File: config.mk
export PLATFORM = sky130hd
export DESIGN_NAME = lorenz_euler_step
export DESIGN_NICKNAME = d
export VERILOG_FILES = /design/src/rtl/core/lzeul_pkg.sv /design/src/rtl/core/lorenz_euler_step.sv
export SDC_FILE = /design/constraint.sdc
export NUM_CORES = 2
export LEC_CHECK = 0
export ABC_AREA = 1
export BUFFER_PORTS_ARGS = -buffer_cell sky130_fd_sc_hd__buf_2
export CORE_ASPECT_RATIO = 1.5
export CORE_UTILIZATION = 60
export CTS_CLUSTER_SIZE = 16
export DETAILED_ROUTE_END_ITERATION = 10
export PLACE_DENSITY = 0.73
export SLEW_MARGIN = 25
export SYNTH_ARGS = -nofsm -noshare
export SYNTH_HDL_FRONTEND = slang
export SYNTH_SLANG_ARGS = --single-unit
File: constraint.sdc
create_clock -name clk -period 35.7 [get_ports clk]
set_input_delay 7.14 -clock clk [delete_from_list [all_inputs] [get_ports clk]]
set_output_delay 7.14 -clock clk [all_outputs]
set_load 0.02 [all_outputs]
File: src/rtl/core/lzeul_pkg.sv
// Shared widths, reset values and register codes of the Lorenz Euler integrator.
`default_nettype none

package lzeul_pkg;

  localparam int Q_W       = 32;
  localparam int Q_FRAC    = 24;
  localparam int DT_W      = 31;
  localparam int CNT_W     = 16;
  localparam int CFG_IDX_W = 3;
  localparam int PROD_W    = 2 * Q_W;

  localparam logic signed [Q_W-1:0] Q_MAX = {1'b0, {(Q_W-1){1'b1}}};
  localparam logic signed [Q_W-1:0] Q_MIN = {1'b1, {(Q_W-1){1'b0}}};

  // Rounding constant: one half of the last Q8.24 bit in the double-width product.
  localparam logic signed [PROD_W-1:0] ROUND_HALF = PROD_W'(64'sd1 <<< (Q_FRAC - 1));

  localparam logic signed [Q_W-1:0] SIGMA_RST = 32'sd201326592;
  localparam logic signed [Q_W-1:0] BETA_RST  = 32'sd44738124;
  localparam logic signed [Q_W-1:0] RHO_RST   = 32'sd469762048;
  localparam logic [DT_W-1:0]       DT_RST    = 31'd167772;
  localparam logic signed [Q_W-1:0] ONE_Q     = 32'sd16777216;
  localparam logic [CNT_W-1:0]      MAX_RST   = 16'd2501;

  typedef enum logic [CFG_IDX_W-1:0] {
    CFG_SIGMA     = 3'd0,
    CFG_BETA      = 3'd1,
    CFG_RHO       = 3'd2,
    CFG_STEP_SIZE = 3'd3,
    CFG_START_X   = 3'd4,
    CFG_START_Y   = 3'd5,
    CFG_START_Z   = 3'd6,
    CFG_MAX_STEPS = 3'd7
  } cfg_reg_t;

endpackage

`default_nettype wire

File: src/rtl/core/lorenz_euler_step.sv
// Top level of the Lorenz system integrator: forward Euler in signed Q8.24.
//
// Each input transaction carries one bit, in_restart. A restart transaction
// reloads the start point from the configuration registers and clears the
// step count; any other transaction takes one Euler step from the current
// point, unless the step count has already reached max_steps, in which case
// the point holds and finished is reported. Every input transaction yields
// exactly one output transaction with the point, the count and two flags.
// The configuration port is always ready; registers should be written only
// while no transaction is in flight. A new start point applies at the next
// restart, the other registers at the next step.
// A restart or a held step goes from accept straight to loading the output
// register. A real step first takes the two differences, then passes each of
// the seven products, one at a time, through a single 32 by 32 multiplier,
// a rounding stage and a saturating adder, and then loads the output
// register. The block then returns to idle, and only then is the next
// input transaction accepted.
// in_stall is high from accept until the result sits in the output register.
// When the receiver stalls, the result is held in the output register and a
// new input transaction may still be accepted; its result waits until the
// register is free. Synchronous reset restores the register defaults, the
// point (1, 1, 1) and a zero count, and drops out_valid.
`default_nettype none

module lorenz_euler_step
  import lzeul_pkg::*;
(
  input  wire logic                  clk,
  input  wire logic                  rst_n,
  // Input channel
  input  wire logic                  in_valid,
  output logic                       in_stall,
  input  wire logic                  in_restart,
  // Result channel
  output logic                       out_valid,
  input  wire logic                  out_stall,
  output logic signed [Q_W-1:0]      out_x_pos,
  output logic signed [Q_W-1:0]      out_y_pos,
  output logic signed [Q_W-1:0]      out_z_pos,
  output logic [CNT_W-1:0]           out_step_count,
  output logic                       out_finished,
  output logic                       out_saturated,
  // Configuration write channel
  input  wire logic                  cfg_valid,
  output logic                       cfg_ready,
  input  wire logic [CFG_IDX_W-1:0]  cfg_index,
  input  wire logic [Q_W-1:0]        cfg_data
);

  // Sequencer: the two differences, then MUL, RND and ACC once per product.
  typedef enum logic [2:0] {
    S_IDLE,
    S_DIFF_YX,
    S_DIFF_RZ,
    S_MUL,
    S_RND,
    S_ACC,
    S_DONE
  } state_t;

  // The seven products of one step, in the order they are issued.
  typedef enum logic [2:0] {
    OP_DX = 3'd0,   // sigma * (y - x)
    OP_DY = 3'd1,   // x * (rho - z), then minus y
    OP_XY = 3'd2,   // x * y
    OP_BZ = 3'd3,   // beta * z, subtracted from x * y
    OP_NX = 3'd4,   // dt * dx added to x
    OP_NY = 3'd5,   // dt * dy added to y
    OP_NZ = 3'd6    // dt * dz added to z
  } op_t;

  state_t                  state_r;
  op_t                     op_r;

  // Configuration registers.
  logic signed [Q_W-1:0]   sigma_r, beta_r, rho_r;
  logic [DT_W-1:0]         step_size_r;
  logic signed [Q_W-1:0]   start_x_r, start_y_r, start_z_r;
  logic [CNT_W-1:0]        max_steps_r;

  // Trajectory state.
  logic signed [Q_W-1:0]   x_r, y_r, z_r;
  logic [CNT_W-1:0]        count_r;

  // Intermediate values of one step.
  logic signed [Q_W-1:0]   dxy_r, drz_r, dx_r, dy_r, dz_r, xy_r;
  logic signed [PROD_W-1:0] prod_r;
  logic signed [Q_W-1:0]   q_r;
  logic                    clip_r;

  // Output register.
  logic                    out_valid_r;
  logic signed [Q_W-1:0]   out_x_r, out_y_r, out_z_r;
  logic [CNT_W-1:0]        out_count_r;
  logic                    out_fin_r, out_sat_r;

  // Shared multiplier operands.
  logic signed [Q_W-1:0]   mul_a, mul_b;
  logic signed [Q_W-1:0]   dt_q;

  // Rounding stage.
  logic signed [PROD_W-1:0] rnd_full;
  logic                    rnd_ovf;
  logic signed [Q_W-1:0]   rnd_sat;

  // Shared saturating adder.
  logic signed [Q_W-1:0]   add_a, add_b;
  logic                    add_sub;
  logic signed [Q_W+1:0]   add_sum;
  logic                    add_ovf;
  logic signed [Q_W-1:0]   add_res;

  logic                    in_accept;
  logic                    out_free;

  assign in_stall  = (state_r != S_IDLE);
  assign in_accept = in_valid && !in_stall;
  assign out_free  = !out_valid_r || !out_stall;
  assign cfg_ready = 1'b1;

  assign dt_q = $signed({1'b0, step_size_r});

  always_comb begin
    mul_a = sigma_r;
    mul_b = dxy_r;
    case (op_r)
      OP_DX: begin mul_a = sigma_r; mul_b = dxy_r; end
      OP_DY: begin mul_a = x_r;     mul_b = drz_r; end
      OP_XY: begin mul_a = x_r;     mul_b = y_r;   end
      OP_BZ: begin mul_a = beta_r;  mul_b = z_r;   end
      OP_NX: begin mul_a = dt_q;    mul_b = dx_r;  end
      OP_NY: begin mul_a = dt_q;    mul_b = dy_r;  end
      OP_NZ: begin mul_a = dt_q;    mul_b = dz_r;  end
      default: begin mul_a = sigma_r; mul_b = dxy_r; end
    endcase
  end

  // Round half up, then clip to the Q8.24 range.
  always_comb begin
    rnd_full = (prod_r + ROUND_HALF) >>> Q_FRAC;
    rnd_ovf  = !((&rnd_full[PROD_W-1:Q_W-1]) || !(|rnd_full[PROD_W-1:Q_W-1]));
    if (rnd_ovf) begin
      rnd_sat = rnd_full[PROD_W-1] ? Q_MIN : Q_MAX;
    end else begin
      rnd_sat = rnd_full[Q_W-1:0];
    end
  end

  always_comb begin
    add_a   = q_r;
    add_b   = '0;
    add_sub = 1'b0;
    case (state_r)
      S_DIFF_YX: begin add_a = y_r;   add_b = x_r; add_sub = 1'b1; end
      S_DIFF_RZ: begin add_a = rho_r; add_b = z_r; add_sub = 1'b1; end
      S_ACC: begin
        case (op_r)
          OP_DX: begin add_a = q_r;  add_b = '0;  add_sub = 1'b0; end
          OP_DY: begin add_a = q_r;  add_b = y_r; add_sub = 1'b1; end
          OP_XY: begin add_a = q_r;  add_b = '0;  add_sub = 1'b0; end
          OP_BZ: begin add_a = xy_r; add_b = q_r; add_sub = 1'b1; end
          OP_NX: begin add_a = x_r;  add_b = q_r; add_sub = 1'b0; end
          OP_NY: begin add_a = y_r;  add_b = q_r; add_sub = 1'b0; end
          OP_NZ: begin add_a = z_r;  add_b = q_r; add_sub = 1'b0; end
          default: begin add_a = q_r; add_b = '0; add_sub = 1'b0; end
        endcase
      end
      default: begin add_a = q_r; add_b = '0; add_sub = 1'b0; end
    endcase
    if (add_sub) begin
      add_sum = {{2{add_a[Q_W-1]}}, add_a} - {{2{add_b[Q_W-1]}}, add_b};
    end else begin
      add_sum = {{2{add_a[Q_W-1]}}, add_a} + {{2{add_b[Q_W-1]}}, add_b};
    end
    add_ovf = !((&add_sum[Q_W+1:Q_W-1]) || !(|add_sum[Q_W+1:Q_W-1]));
    if (add_ovf) begin
      add_res = add_sum[Q_W+1] ? Q_MIN : Q_MAX;
    end else begin
      add_res = add_sum[Q_W-1:0];
    end
  end

  // Payload registers of the datapath.
  always_ff @(posedge clk) begin
    if (state_r == S_MUL) begin
      prod_r <= mul_a * mul_b;
    end
    if (state_r == S_RND) begin
      q_r <= rnd_sat;
    end
    if (state_r == S_DIFF_YX) begin
      dxy_r <= add_res;
    end
    if (state_r == S_DIFF_RZ) begin
      drz_r <= add_res;
    end
    if (state_r == S_ACC) begin
      case (op_r)
        OP_DX:   dx_r <= add_res;
        OP_DY:   dy_r <= add_res;
        OP_XY:   xy_r <= add_res;
        OP_BZ:   dz_r <= add_res;
        default: ;
      endcase
    end
  end

  // Sequencer, architectural state, configuration and output register.
  always_ff @(posedge clk) begin
    if (!rst_n) begin
      state_r     <= S_IDLE;
      op_r        <= OP_DX;
      sigma_r     <= SIGMA_RST;
      beta_r      <= BETA_RST;
      rho_r       <= RHO_RST;
      step_size_r <= DT_RST;
      start_x_r   <= ONE_Q;
      start_y_r   <= ONE_Q;
      start_z_r   <= ONE_Q;
      max_steps_r <= MAX_RST;
      x_r         <= ONE_Q;
      y_r         <= ONE_Q;
      z_r         <= ONE_Q;
      count_r     <= '0;
      clip_r      <= 1'b0;
      out_valid_r <= 1'b0;
    end else begin
      if (cfg_valid && cfg_ready) begin
        case (cfg_reg_t'(cfg_index))
          CFG_SIGMA:     sigma_r     <= cfg_data;
          CFG_BETA:      beta_r      <= cfg_data;
          CFG_RHO:       rho_r       <= cfg_data;
          CFG_STEP_SIZE: step_size_r <= cfg_data[DT_W-1:0];
          CFG_START_X:   start_x_r   <= cfg_data;
          CFG_START_Y:   start_y_r   <= cfg_data;
          CFG_START_Z:   start_z_r   <= cfg_data;
          CFG_MAX_STEPS: max_steps_r <= cfg_data[CNT_W-1:0];
          default:       ;
        endcase
      end

      // A result taken by the receiver frees the register, unless a new one
      // is loaded in the same cycle below.
      if (out_valid_r && !out_stall && (state_r != S_DONE)) begin
        out_valid_r <= 1'b0;
      end

      case (state_r)
        S_IDLE: begin
          if (in_accept) begin
            clip_r <= 1'b0;
            op_r   <= OP_DX;
            if (in_restart) begin
              x_r     <= start_x_r;
              y_r     <= start_y_r;
              z_r     <= start_z_r;
              count_r <= '0;
              state_r <= S_DONE;
            end else if (count_r < max_steps_r) begin
              state_r <= S_DIFF_YX;
            end else begin
              state_r <= S_DONE;
            end
          end
        end
        S_DIFF_YX: begin
          clip_r  <= clip_r | add_ovf;
          state_r <= S_DIFF_RZ;
        end
        S_DIFF_RZ: begin
          clip_r  <= clip_r | add_ovf;
          state_r <= S_MUL;
        end
        S_MUL: begin
          state_r <= S_RND;
        end
        S_RND: begin
          clip_r  <= clip_r | rnd_ovf;
          state_r <= S_ACC;
        end
        S_ACC: begin
          clip_r <= clip_r | add_ovf;
          case (op_r)
            OP_NX:   x_r <= add_res;
            OP_NY:   y_r <= add_res;
            OP_NZ:   z_r <= add_res;
            default: ;
          endcase
          if (op_r == OP_NZ) begin
            count_r <= count_r + 1'b1;
            state_r <= S_DONE;
          end else begin
            op_r    <= op_t'(op_r + 1'b1);
            state_r <= S_MUL;
          end
        end
        S_DONE: begin
          if (out_free) begin
            out_valid_r <= 1'b1;
            out_x_r     <= x_r;
            out_y_r     <= y_r;
            out_z_r     <= z_r;
            out_count_r <= count_r;
            out_fin_r   <= (count_r >= max_steps_r);
            out_sat_r   <= clip_r;
            state_r     <= S_IDLE;
          end
        end
        default: begin
          state_r <= S_IDLE;
        end
      endcase
    end
  end

  assign out_valid      = out_valid_r;
  assign out_x_pos      = out_x_r;
  assign out_y_pos      = out_y_r;
  assign out_z_pos      = out_z_r;
  assign out_step_count = out_count_r;
  assign out_finished   = out_fin_r;
  assign out_saturated  = out_sat_r;

endmodule

`default_nettype wire

==> results.txt <==
----------------------------------------------------
[CTS]
  CTS tree ... done
  CTS root buffer ... sky130_fd_sc_hd__clkbuf_16
  # Post-CTS Setup Buffers ... 0
  H-Tree Level Count ... 3
  CTS sink count ... 738
  Clock transition at path regs ... 0.07 ns
  Post-CTS Hold Buffers ... 0
  Count of cells resized by post-cts repair ... 0
  Clock network latency to the later pin of the worst-skew pair ... 0.69 ns
  Clock Tree Buf Depth ... 3
  Number of CTS-inserted buffers ... 69

[Worst setup path]
  Gate family responsible for the most delay along the worst path ... adder cells
  Type of element capturing the critical path ... flip-flop
  Critical path start-end classification ... flip-flop to flip-flop
  WP data required ... 36.13 ns
  CP startpoint kind ... flip-flop
  Data arrival time of the worst path ... 12.69 ns
  Critical register-to-register path startpoint ... op_r[0]$_SDFFE_PN0P_
  Peak fanout along the critical path ... 51
  Flop-to-flop setup slack ... 23.44 ns
  Cell with the biggest individual delay on the critical path ... sky130_fd_sc_hd__fa_1
  Worst path buffer plus inverter count ... 13
  Cell depth of the worst flop-to-flop path ... 39
  Endpoint of the lowest-slack register-to-register path ... prod_r[60]$_DFFE_PP_
  Delay of the slowest cell on the worst path ... 1.07 ns

[Detailed routing]
  Total iterations of the first detailed-routing run ... 11
  Via/cell ratio ... 6.469
  Mean routed wirelength per cell ... 31.76 µm
  DRC violation count after routing ... 1
  Routed vias ... 62904
  Initial DRC Count ... 8875
  Remaining antenna violation count after routing ... 0
  Total Wirelength ... 308800 µm

[Run status]
  Violated checks ... DRC
  Outcome ... finished with violations

[Timing]
  Worst clock skew on the final layout ... 0.04850 ns
  Final Slew Violations ... 0
  Max Clk Rate ... 81.57 MHz
  Worst hold-check slack ... 0.4394 ns
  Setup-failing EPs final ... 0
  Fin. Hold Viols ... 0
  Unrepaired setup endpoints after global routing ... false
  Setup TNS ... 0 ns
  Worst Max-Slew Pin Slew ... 1.186 ns
  Relative slew slack ... 0.2040
  Final Critical Period ... 12.26 ns
  Period Utilization, post-route ... 0.3434

[Logic synthesis]
  Distinct cell type count of the synthesized netlist ... 55
  Share of synthesized area occupied by flip-flops and latches ... 0.2674
  Post-synth EDFFs ... 379
  Combinational family with the most area after synthesis ... adder cells
  Fraction of registers with async set or reset after synthesis ... 0
  Post-synth net total ... 9458
  Dominant cell type by area after synthesis ... sky130_fd_sc_hd__fa_1
  Number of synthesis warnings ... 0
  Synthesized instance count ... 8099
  Synthesized flop and latch total ... 738
  Fraction of synthesized area in multiplexers ... 0
  Most frequently used cell type in the post-synthesis netlist ... sky130_fd_sc_hd__nand2_1
  Post-synthesis instance area ... 69430 µm²
  Proportion of netlist area held by the largest area contributor ... 0.3120
  Synth Area in Compound Gates ... 0.09505
  Post-synthesis adder-cell area fraction ... 0.3545
  Dominant register cell in the synthesized netlist ... sky130_fd_sc_hd__edfxtp_1
  Most frequent cells after synthesis ... sky130_fd_sc_hd__nand2_1 (1432), sky130_fd_sc_hd__inv_1 (1429), sky130_fd_sc_hd__nor2_1 (1163)
  Top post-synthesis cells by area ... sky130_fd_sc_hd__fa_1 (31%), sky130_fd_sc_hd__edfxtp_1 (16%), sky130_fd_sc_hd__dfxtp_1 (10%)
  Parity-gate share of the synthesized area counting xor and xnor cells ... 0.01665
  Synthesized area per cell ... 8.572 µm²
  Simple-Gate Fraction of Synth Area ... 0.1655

[Global routing]
  Congestion Overflow GR ... 0
  Largest net degree at the start of global routing ... 106
  Number of antenna violations at the first check in global routing ... 29
  Wire length of the first global-routing pass ... 452000 µm
  Number of global-route vias before repair ... 64467
  Overall fraction of global-route tracks in use ... 0.5515

[Cells and area]
  Reg with most FFs ... prod_r
  Fill cells ... 9691
  Filler-free cell count of the finished design ... 9724
  Post-layout instance area ... 74540 µm²
  Flip-flop count of the largest register after layout ... 41
  Fraction of final layout cells with drive strength greater than 1 ... 0.06545
  Nets ... 9462
  Area added between synthesis and finish ... 7.358%

[Die]
  Die outline area ... 117100 µm²
  Site Rows ... 152
  Die boundary height ... 418.6 µm
  Die boundary width ... 279.7 µm
  Initial core utilization ... 0.6064
  Floorplan core area ... 114500 µm²
  I/O pin total ... 158

[Min path]
  Min-delay src ... z_r[3]$_SDFFE_PN0P_
  Worst min-delay path class ... flip-flop to flip-flop
  Hold Path Sink ... out_z_pos[3]$_DFFE_PP_
  Cell depth of the worst hold path ... 0

[Placement]
  Placed cell count ... 9570
  Total cell area at the placement stage ... 71990 µm²
  Weighted congestion at the end of routability-driven global placement ... 1.167
  Number of buffers added on ports ... 156
  Hpwl dp ... 227000 µm

[Flow run]
  Count of maximum capacitance violations ... 0

----------------------------------------------------
==> metal layers <==
layer  GRT usage  up-vias  wire length (µm)
met5     0.01345        -                86
met4      0.6235       14             48220
met3      0.2354     2212             40180
met2      0.8185     5309            134300
met1      0.5448    30192             86020
li1            -    25177                 -
==> layout by cell type (no fill, tap or decap), drive strengths merged, types with 18 or more instances in the layout <==
| cell | instances |
|---|---|
| fa | 1082 |
| clkinv | 35 |
| a31oi | 19 |
| nand2 | 1451 |
| nand3 | 161 |
| xnor2 | 43 |
| o22ai | 42 |
| o2111ai | 56 |
| a21oi | 415 |
| edfxtp | 379 |
| nor3 | 38 |
| dfxtp | 359 |
| inv | 1450 |
| xor2 | 89 |
| nor4 | 18 |
| o31ai | 18 |
| o21ai | 471 |
| diode | 25 |
| o211ai | 27 |
| clkbuf | 83 |
| ha | 236 |
| buf | 312 |
| a221oi | 51 |
| nor2 | 1169 |
| nand4 | 55 |
==> how the worst max path moves through the flow <==
stage | depth (start not counted) | from | end | slack [ns]
final | 39 | op_r[0]$_SDFFE_PN0P_ | prod_r[60]$_DFFE_PP_ | 23.44
after floorplan | 4 | rst_n | out_finished$_DFFE_PP_ | 19.54
after CTS | 39 | op_r[0]$_SDFFE_PN0P_ | prod_r[60]$_DFFE_PP_ | 23.67
after global routing | 39 | op_r[0]$_SDFFE_PN0P_ | prod_r[60]$_DFFE_PP_ | 22.74
after detailed placement | 39 | op_r[0]$_SDFFE_PN0P_ | prod_r[60]$_DFFE_PP_ | 23.71
after global placement | 37 | op_r[0]$_SDFFE_PN0P_ | prod_r[61]$_DFFE_PP_ | 23.79
==> worst register-to-register path: cells and delay by family (launching register included) <==
kind / cells / cell delay (ns)
flops: 1 / 0.34
buf+inv: 13 / 3.68
simple gates: 10 / 1.46
fa+ha+maj: 10 / 5.18
compound gates: 6 / 1.33
==> stage by stage <==
| step | util | setup WS [ns] |
|---|---|---|
| after detailed placement | 0.6288 | 23.71 |
| after global routing | 0.6506 | 22.74 |
| after global placement | 0.6288 | 23.79 |
| final | 0.6510 | 23.44 |
| after CTS | 0.6498 | 23.67 |
| after floorplan | - | 19.54 |
==> cells by family (layout without fill, tap and decap cells) <==
kind of cell / count (synthesis) / in the layout
compound gates: 1163 / 1163
xor+xnor: 132 / 132
fa+ha+maj: 1318 / 1318
buf+inv: 1839 / 1899
flops: 738 / 738
other cells: 1 / 26
simple gates: 2908 / 2908
==> area by class of cell <==
class / instances / area, µm² / area share
diodes: 25 / 62.56 / 0.0008393
flip-flops and latches: 738 / 18570 / 0.2491
repair buffers: 312 / 1982 / 0.02659
multi-input cells: 5522 / 44110 / 0.5918
inverters: 1460 / 5480 / 0.07353
well taps: 1540 / 1927 / 0.02585
clock inverters: 44 / 566.8 / 0.007604
clock buffers: 83 / 1841 / 0.02469
Power is left out: the tool's default activity adds up to more than one toggle a clock period on the data nets, which glitch-free logic cannot reach.
